===== src/rtl/mlpq_pkg.sv =====
// Package for the multilevel priority queue.
// Holds the controller state type, the result status codes and the fixed field widths.
// Depends on nothing; every module of the block imports it.
package mlpq_pkg;

    localparam int VALUE_W = 32;
    localparam int PRIO_W  = 5;
    localparam int TDATA_W = 40;

    localparam logic MODE_INSERT = 1'b0;
    localparam logic MODE_REMOVE = 1'b1;

    typedef enum logic [1:0] {
        ST_IDLE,
        ST_META,
        ST_READ
    } mlpq_state_t;

    typedef enum logic [1:0] {
        STATUS_INSERTED = 2'd0,
        STATUS_REMOVED  = 2'd1,
        STATUS_FULL     = 2'd2,
        STATUS_EMPTY    = 2'd3
    } mlpq_status_t;

endpackage


===== src/rtl/multilevel_priority_queue.sv =====
// Top level of the multilevel priority queue: handshake, control sequencer and level mask.
// Instantiates mlpq_level_mem and mlpq_entry_mem; uses mlpq_pkg.
//
//   Channel | Direction | tdata (low bit up)               | tuser
//   s_      | in        | value_in[31:0], priority_in[4:0] | mode
//   m_      | out       | value_out[31:0], priority_out[4:0] | status
//
// An insert runs through a level table read and then its write-back with the ring access;
// a remove adds a registered word read after the write-back.
// A remove with every level empty stays in idle; its result is loaded at the accepting edge.
// Reset leaves every level empty; no memory sweep is needed after reset.
// A new word is taken only when the sequencer is idle and the result register is free
// or being drained.
module multilevel_priority_queue
    import mlpq_pkg::*;
#(
    parameter int PRIORITY_SPAN = 8,
    parameter int LEVEL_DEPTH   = 4
) (
    input  logic               aclk,
    input  logic               aresetn,
    input  logic               s_tvalid,
    output logic               s_tready,
    input  logic [TDATA_W-1:0] s_tdata,   // value_in[31:0], priority_in[36:32], zero pad
    input  logic [0:0]         s_tuser,   // mode
    output logic               m_tvalid,
    input  logic               m_tready,
    output logic [TDATA_W-1:0] m_tdata,   // value_out[31:0], priority_out[36:32], zero pad
    output logic [1:0]         m_tuser    // status
);

    localparam int NUM_LEVELS = 2 * PRIORITY_SPAN + 1;
    localparam int LW         = $clog2(NUM_LEVELS);
    localparam int HW         = (LEVEL_DEPTH > 1) ? $clog2(LEVEL_DEPTH) : 1;
    localparam int CW         = $clog2(LEVEL_DEPTH + 1);
    localparam int ENTRIES    = NUM_LEVELS * LEVEL_DEPTH;
    localparam int AW         = $clog2(ENTRIES);
    localparam logic [AW-1:0] DEPTH_A = AW'(LEVEL_DEPTH);
    localparam logic [CW-1:0] DEPTH_C = CW'(LEVEL_DEPTH);

    mlpq_state_t state_reg, state_next;

    logic               mode_reg, mode_next;
    logic [VALUE_W-1:0] value_reg, value_next;
    logic [LW-1:0]      level_reg, level_next;
    logic [AW-1:0]      base_reg, base_next;
    logic [NUM_LEVELS-1:0] mask_reg, mask_next;

    logic               m_tvalid_reg, m_tvalid_next;
    mlpq_status_t       status_reg, status_next;
    logic [VALUE_W-1:0] value_out_reg, value_out_next;
    logic [PRIO_W-1:0]  prio_out_reg, prio_out_next;

    logic               accept;
    logic               in_mode;
    logic [VALUE_W-1:0] in_value;
    logic [PRIO_W-1:0]  in_prio;
    logic [LW-1:0]      ins_level;
    logic [LW-1:0]      low_level;
    logic               mask_any;
    logic [LW-1:0]      sel_level;
    logic               empty_remove;

    logic [HW-1:0]      rd_head;
    logic [CW-1:0]      rd_count;
    logic               lvl_wr_en;
    logic [HW-1:0]      lvl_wr_head;
    logic [CW-1:0]      lvl_wr_count;

    logic               level_full;
    logic [HW:0]        head_inc;
    logic [HW-1:0]      head_wrap;
    logic [CW:0]        slot_sum;
    logic [CW:0]        slot_idx;

    logic               ent_wr_en;
    logic               ent_rd_en;
    logic [AW-1:0]      ent_rd_addr;
    logic [AW-1:0]      ent_wr_addr;
    logic [VALUE_W-1:0] ent_rd_data;

    assign in_mode  = s_tuser[0];
    assign in_value = s_tdata[VALUE_W-1:0];
    assign in_prio  = s_tdata[VALUE_W+PRIO_W-1:VALUE_W];

    assign s_tready = (state_reg == ST_IDLE) && (!m_tvalid_reg || m_tready);
    assign accept   = s_tvalid && s_tready;

    always_comb begin
        int p;
        p = int'($signed(in_prio));
        if (p < -PRIORITY_SPAN) begin
            p = -PRIORITY_SPAN;
        end
        if (p > PRIORITY_SPAN) begin
            p = PRIORITY_SPAN;
        end
        ins_level = LW'(p + PRIORITY_SPAN);
    end

    always_comb begin
        low_level = '0;
        for (int i = NUM_LEVELS - 1; i >= 0; i--) begin
            if (mask_reg[i]) begin
                low_level = LW'(i);
            end
        end
    end

    assign mask_any     = |mask_reg;
    assign sel_level    = (in_mode == MODE_REMOVE) ? low_level : ins_level;
    assign empty_remove = (in_mode == MODE_REMOVE) && !mask_any;

    assign level_full = (rd_count == DEPTH_C);
    assign head_inc   = {1'b0, rd_head} + (HW+1)'(1);
    assign head_wrap  = (head_inc == (HW+1)'(LEVEL_DEPTH)) ? '0 : head_inc[HW-1:0];
    assign slot_sum   = (CW+1)'(rd_head) + (CW+1)'(rd_count);
    assign slot_idx   = (slot_sum >= (CW+1)'(LEVEL_DEPTH)) ?
                        slot_sum - (CW+1)'(LEVEL_DEPTH) : slot_sum;
    assign ent_wr_addr = base_reg + AW'(slot_idx);
    assign ent_rd_addr = base_reg + AW'(rd_head);

    always_comb begin
        state_next = state_reg;
        unique case (state_reg)
            ST_IDLE: begin
                if (accept && !empty_remove) begin
                    state_next = ST_META;
                end
            end
            ST_META: begin
                state_next = (mode_reg == MODE_REMOVE) ? ST_READ : ST_IDLE;
            end
            ST_READ: begin
                state_next = ST_IDLE;
            end
            default: begin
                state_next = ST_IDLE;
            end
        endcase
    end

    always_comb begin
        lvl_wr_en      = 1'b0;
        lvl_wr_head    = rd_head;
        lvl_wr_count   = rd_count;
        ent_wr_en      = 1'b0;
        ent_rd_en      = 1'b0;
        mask_next      = mask_reg;
        m_tvalid_next  = m_tvalid_reg && !m_tready;
        status_next    = status_reg;
        value_out_next = value_out_reg;
        prio_out_next  = prio_out_reg;
        unique case (state_reg)
            ST_IDLE: begin
                if (accept && empty_remove) begin
                    m_tvalid_next  = 1'b1;
                    status_next    = STATUS_EMPTY;
                    value_out_next = '0;
                    prio_out_next  = '0;
                end
            end
            ST_META: begin
                if (mode_reg == MODE_INSERT) begin
                    m_tvalid_next  = 1'b1;
                    value_out_next = '0;
                    prio_out_next  = '0;
                    if (level_full) begin
                        status_next = STATUS_FULL;
                    end else begin
                        status_next           = STATUS_INSERTED;
                        ent_wr_en             = 1'b1;
                        lvl_wr_en             = 1'b1;
                        lvl_wr_count          = rd_count + CW'(1);
                        mask_next[level_reg]  = 1'b1;
                    end
                end else begin
                    ent_rd_en    = 1'b1;
                    lvl_wr_en    = 1'b1;
                    lvl_wr_head  = head_wrap;
                    lvl_wr_count = rd_count - CW'(1);
                    if (rd_count == CW'(1)) begin
                        mask_next[level_reg] = 1'b0;
                    end
                end
            end
            ST_READ: begin
                m_tvalid_next  = 1'b1;
                status_next    = STATUS_REMOVED;
                value_out_next = ent_rd_data;
                prio_out_next  = PRIO_W'(int'(level_reg) - PRIORITY_SPAN);
            end
            default: begin
            end
        endcase
    end

    always_comb begin
        mode_next  = mode_reg;
        value_next = value_reg;
        level_next = level_reg;
        base_next  = base_reg;
        if (accept) begin
            mode_next  = in_mode;
            value_next = in_value;
            level_next = sel_level;
            base_next  = AW'(sel_level) * DEPTH_A;
        end
    end

    always_ff @(posedge aclk) begin
        if (!aresetn) begin
            state_reg    <= ST_IDLE;
            mask_reg     <= '0;
            m_tvalid_reg <= 1'b0;
        end else begin
            state_reg    <= state_next;
            mask_reg     <= mask_next;
            m_tvalid_reg <= m_tvalid_next;
        end
    end

    always_ff @(posedge aclk) begin
        mode_reg      <= mode_next;
        value_reg     <= value_next;
        level_reg     <= level_next;
        base_reg      <= base_next;
        status_reg    <= status_next;
        value_out_reg <= value_out_next;
        prio_out_reg  <= prio_out_next;
    end

    mlpq_level_mem #(
        .LEVELS (NUM_LEVELS),
        .LW     (LW),
        .HW     (HW),
        .CW     (CW)
    ) u_level_mem (
        .aclk     (aclk),
        .aresetn  (aresetn),
        .rd_en    (accept),
        .rd_addr  (sel_level),
        .rd_head  (rd_head),
        .rd_count (rd_count),
        .wr_en    (lvl_wr_en),
        .wr_addr  (level_reg),
        .wr_head  (lvl_wr_head),
        .wr_count (lvl_wr_count)
    );

    mlpq_entry_mem #(
        .DEPTH (ENTRIES),
        .AW    (AW)
    ) u_entry_mem (
        .aclk    (aclk),
        .wr_en   (ent_wr_en),
        .wr_addr (ent_wr_addr),
        .wr_data (value_reg),
        .rd_en   (ent_rd_en),
        .rd_addr (ent_rd_addr),
        .rd_data (ent_rd_data)
    );

    assign m_tvalid = m_tvalid_reg;
    assign m_tuser  = status_reg;
    assign m_tdata  = {{(TDATA_W-VALUE_W-PRIO_W){1'b0}}, prio_out_reg, value_out_reg};

endmodule


===== src/rtl/mlpq_entry_mem.sv =====
// Data word storage of the multilevel priority queue: one ring of words per level.
// Single write port and one read port with registered read data; no reset.
// Uses mlpq_pkg for the word width.
module mlpq_entry_mem
    import mlpq_pkg::*;
#(
    parameter int DEPTH = 68,
    parameter int AW    = 7
) (
    input  logic               aclk,
    input  logic               wr_en,
    input  logic [AW-1:0]      wr_addr,
    input  logic [VALUE_W-1:0] wr_data,
    input  logic               rd_en,
    input  logic [AW-1:0]      rd_addr,
    output logic [VALUE_W-1:0] rd_data
);

    logic [VALUE_W-1:0] mem [DEPTH];
    logic [VALUE_W-1:0] rd_data_reg;

    always_ff @(posedge aclk) begin
        if (wr_en) begin
            mem[wr_addr] <= wr_data;
        end
    end

    always_ff @(posedge aclk) begin
        if (rd_en) begin
            rd_data_reg <= mem[rd_addr];
        end
    end

    assign rd_data = rd_data_reg;

endmodule


===== src/rtl/mlpq_level_mem.sv =====
// Per-level bookkeeping of the multilevel priority queue: ring head and fill count.
// A memory with registered read data; one valid bit per level makes an unwritten level
// read as empty with its head at zero. Uses mlpq_pkg.
module mlpq_level_mem
    import mlpq_pkg::*;
#(
    parameter int LEVELS = 17,
    parameter int LW     = 5,
    parameter int HW     = 2,
    parameter int CW     = 3
) (
    input  logic          aclk,
    input  logic          aresetn,
    input  logic          rd_en,
    input  logic [LW-1:0] rd_addr,
    output logic [HW-1:0] rd_head,
    output logic [CW-1:0] rd_count,
    input  logic          wr_en,
    input  logic [LW-1:0] wr_addr,
    input  logic [HW-1:0] wr_head,
    input  logic [CW-1:0] wr_count
);

    logic [HW+CW-1:0] mem [LEVELS];
    logic [LEVELS-1:0] valid_reg;
    logic [LEVELS-1:0] valid_next;
    logic [HW+CW-1:0] rd_data_reg;
    logic             rd_valid_reg;

    always_comb begin
        valid_next = valid_reg;
        if (wr_en) begin
            valid_next[wr_addr] = 1'b1;
        end
    end

    always_ff @(posedge aclk) begin
        if (!aresetn) begin
            valid_reg    <= '0;
            rd_valid_reg <= 1'b0;
        end else begin
            valid_reg <= valid_next;
            if (rd_en) begin
                rd_valid_reg <= valid_reg[rd_addr];
            end
        end
    end

    always_ff @(posedge aclk) begin
        if (wr_en) begin
            mem[wr_addr] <= {wr_head, wr_count};
        end
        if (rd_en) begin
            rd_data_reg <= mem[rd_addr];
        end
    end

    assign rd_head  = rd_valid_reg ? rd_data_reg[HW+CW-1:CW] : '0;
    assign rd_count = rd_valid_reg ? rd_data_reg[CW-1:0] : '0;

endmodule


===== config.mk =====
export PLATFORM = sky130hd
export DESIGN_NAME = multilevel_priority_queue
export DESIGN_NICKNAME = d
export VERILOG_FILES = /design/src/rtl/mlpq_pkg.sv /design/src/rtl/multilevel_priority_queue.sv /design/src/rtl/mlpq_entry_mem.sv /design/src/rtl/mlpq_level_mem.sv
export SDC_FILE = /design/constraint.sdc
export NUM_CORES = 2
export LEC_CHECK = 0
export ABC_AREA = 0
export ABC_CLOCK_PERIOD_IN_PS = 8400
export BUFFER_PORTS_ARGS = -buffer_cell sky130_fd_sc_hd__buf_2
export CORE_MARGIN = 2
export CORE_UTILIZATION = 50
export DETAILED_ROUTE_END_ITERATION = 10
export PLACE_DENSITY_LB_ADDON = 0.15
export SYNTH_ARGS = -nofsm -noshare
export SYNTH_HDL_FRONTEND = slang
export SYNTH_SLANG_ARGS = --single-unit

===== constraint.sdc =====
create_clock -name aclk -period 8.4 [get_ports aclk]
set_input_delay 0.84 -clock aclk [delete_from_list [all_inputs] [get_ports aclk]]
set_output_delay 0.84 -clock aclk [all_outputs]
set_load 0.01 [all_outputs]

==> metrics <==
Synth Area per Inst=15.3 um2; reg2reg end=u_entry_mem.mem[6][1]$_DFFE_PP_; cell area after synthesis=95400 um2; first-pass GRT wire length=376000 um; Net Switching=5.99 mW; register area=72100 um2; Via density=6.15; Synth Warn #=0; post_cts resized=0; share of cells above drive strength 1=12.6%; final hold vios=0; setup TNS=0 ns; H-tree Lvls=4; skew final=0.0360 ns; Std-Cell Rows=160; Int Power=19.7 mW; Clk pwr share=40.0%; top-area cell type share of the netlist area=74.8%; Post-synth EDFFs=2375; Inst Count DP=8583; clk_lat worst skew=0.88 ns; largest net degree at the start of global routing=145; Wirelength per Cell=29.2 um; Final #Nets=6370; max FFs per register=2176; Area Overhead vs Synth=11.7%; flop2flop setup slack=1.75 ns; most frequent cell after synthesis=edfxtp_1; Max-Cap Viols=1; drt first pass iters=6; Post-CTS Hold Buffers=0; largest registers=u_entry_mem.mem x2176, u_level_mem.mem x85; main flop type after synthesis=edfxtp_1; multi-input logic area=21800 um2; Slew Limit Fails=0; minimum clock period=6.65 ns; routed via count=55525; Crit Path Class=reg2reg; VDD IR-drop max=221 uV; Boundary Pins=89; Static Leak=34.6 nW; fin util=56.1%; grt ovf=0; Tcrit/Tclk final=79.2%; total of fill cells in the finished design=14872; Slew Limit Headroom=0.827%; die height=441 um; CP required=8.91 ns; number of global-route vias before repair=52852; CP arrival=7.16 ns; CTS clk-pin slew, worst paths=0.06 ns; top post-synthesis cells by area=edfxtp_1 (75%), nand2_1 (4.4%), mux2i_1 (3.6%), a211oi_1 (2.2%), a311oi_1 (2.0%); DRC=0; startpoint types=flip-flop; CP max FO=78; DP HPWL=145000 um; clk buf depth=3; Distinct cells, synth=65; Power, Total=25.6 mW; CP endpoint kind=flip-flop; largest reg by FF count=u_entry_mem.mem; status=complete, but fails checks; CTS Buf Count=238; Setup Fix Bufs, Post-CTS=0; Root Driver=clkbuf_16; Synth Register Bits=2413; Syn Inst Count=6224; Reg power frac=52.2%; part of the power in combinational logic=7.8%; worst-case reg-to-reg path depth=14; Tightest Pin Transition=1.48 ns; leading area contributor after synthesis=edfxtp_1; initial core utilization=50.3%; Hold/Removal Path Class=in2reg; Die Area=194000 um2; sequential area share after synthesis=75.6%; top cells by count, synth=edfxtp_1 (2375), nand2_1 (1121), mux2i_1 (346), a211oi_1 (274), nor2b_1 (223); clk sinks=2413; Cell Pwr Density=241 nW/um2; Post-Route WL=264000 um; Max Fclk=150 MHz; final non-filler cell total=9032; initial antenna violation count=15; # setup viols final=0; core area=190000 um2; Hold Startpoint=s_tdata[0]; Die Span X=441 um; GPL Wtd Cong=0.835; CTS tree=yes; hold worst-path end=value_reg[0]$_DFFE_PP_; sw frac=23.4%; unrepaired setup endpoints after global routing=no; Post-synth ARST share=0%; Antenna Nets Post-Route=0; Initial DRC Count=6871; Hold Crit Depth=1; reg2reg start=u_level_mem.rd_valid_reg$_SDFFE_PN0P_; failing checks=capacitance limit; GRT Resource Usage Total=26.9%; Buffers on Ports=82
routing by layer:
layer / track usage [%] / vias up / part of all wire [%]
met5: 0 / - / 0
met4: 8.66 / 0 / 3.1
met3: 4.73 / 411 / 8.8
met2: 41.8 / 2491 / 46
met1: 38.7 / 28404 / 42
li1: - / 24219 / -
cell type report:
cell class                 count  share of cell area, %
sequential                  2413                   67.7
multi-input combinational   3366                   20.5
clock buffer                 309                   5.95
tap                         2511                   2.95
timing repair buffer         267                   1.76
clock inverter               133                   1.05
inverter                      26                  0.115
antenna                        7                 0.0164
placed cells by master, fill, tap and decap left out, types with 11 or more instances in the layout:
master,n
edfxtp_1,2375
nand2_1,1118
mux2i_1,346
a211oi_1,273
clkbuf_16,242
nor2b_1,221
a311oi_1,220
nand3_1,211
buf_4,179
a31oi_1,137
a21oi_1,125
o21ai_0,107
buf_2,82
mux2_2,79
nor2_1,71
nor2_4,70
clkbuf_1,64
clkinv_1,57
mux4_2,50
clkinv_2,43
and2_1,43
dfxtp_1,38
o221ai_1,35
o22ai_1,32
inv_1,20
o21a_1,19
nor4_1,18
nor3_1,17
bufinv_16,16
a222oi_1,15
a22oi_1,13
ha_1,11
power groups by stage:
stage	sequential [mW]	clock (mW)	combinational, mW
2_1_floorplan	13.7	0	1.04
3_5_place_dp	13.6	0	1.98
5_1_grt	13.4	10.8	2.11
3_3_place_gp	13.6	0	1.96
4_1_cts	13.4	10.4	1.98
6_report	13.4	10.3	2.00
worst max path at each step:
| stage | cells after the start | slack, ns | start | to |
|---|---|---|---|---|
| after CTS | 14 | 1.89 | u_level_mem.rd_valid_reg$_SDFFE_PN0P_ | u_entry_mem.mem[2][3]$_DFFE_PP_ |
| after detailed placement | 14 | 1.91 | u_level_mem.rd_valid_reg$_SDFFE_PN0P_ | u_entry_mem.mem[6][14]$_DFFE_PP_ |
| after floorplan | 18 | 2.96 | u_level_mem.rd_data_reg[3]$_DFFE_PP_ | u_entry_mem.mem[54][0]$_DFFE_PP_ |
| final | 14 | 1.75 | u_level_mem.rd_valid_reg$_SDFFE_PN0P_ | u_entry_mem.mem[6][1]$_DFFE_PP_ |
| after global placement | 14 | 2.02 | u_level_mem.rd_valid_reg$_SDFFE_PN0P_ | u_entry_mem.mem[3][27]$_DFFE_PP_ |
| after global routing | 14 | 1.47 | u_level_mem.rd_valid_reg$_SDFFE_PN0P_ | u_entry_mem.mem[2][1]$_DFFE_PP_ |
cell families after synthesis:
kind of cell    after synthesis  synth area share (%)
compound gates             1051                  7.91
xor+xnor                     11                 0.101
fa+ha+maj                    13                 0.186
buf+inv                     447                  2.18
flops                      2413                  75.6
mux                         475                  5.74
other cells                   1               0.00393
simple gates               1813                  8.30
stage by stage:
step	cell area (um2)	hold slack, ns	worst slack [ns]
2_1_floorplan	95400	0.435	2.96
3_3_place_gp	99000	0.443	2.02
3_5_place_dp	99000	0.448	1.91
4_1_cts	106000	0.0763	1.89
5_1_grt	106000	0.0998	1.47
6_report	107000	0.143	1.75
worst max-delay path, stage by stage, from the launching register on:
cell and delay [ns]:
dfxtp_1 0.59, nand2_4 0.49, inv_16 0.43, ha_1 0.38, fa_1 0.23, nor3b_1 0.40, ha_1 0.28, inv_1 0.07
fa_1 0.51, nor2_1 0.18, xnor2_1 0.10, nor2_1 0.23, nand3_1 0.83, nor2_4 0.91, buf_4 0.48
(Power assumes the default switching activity.)
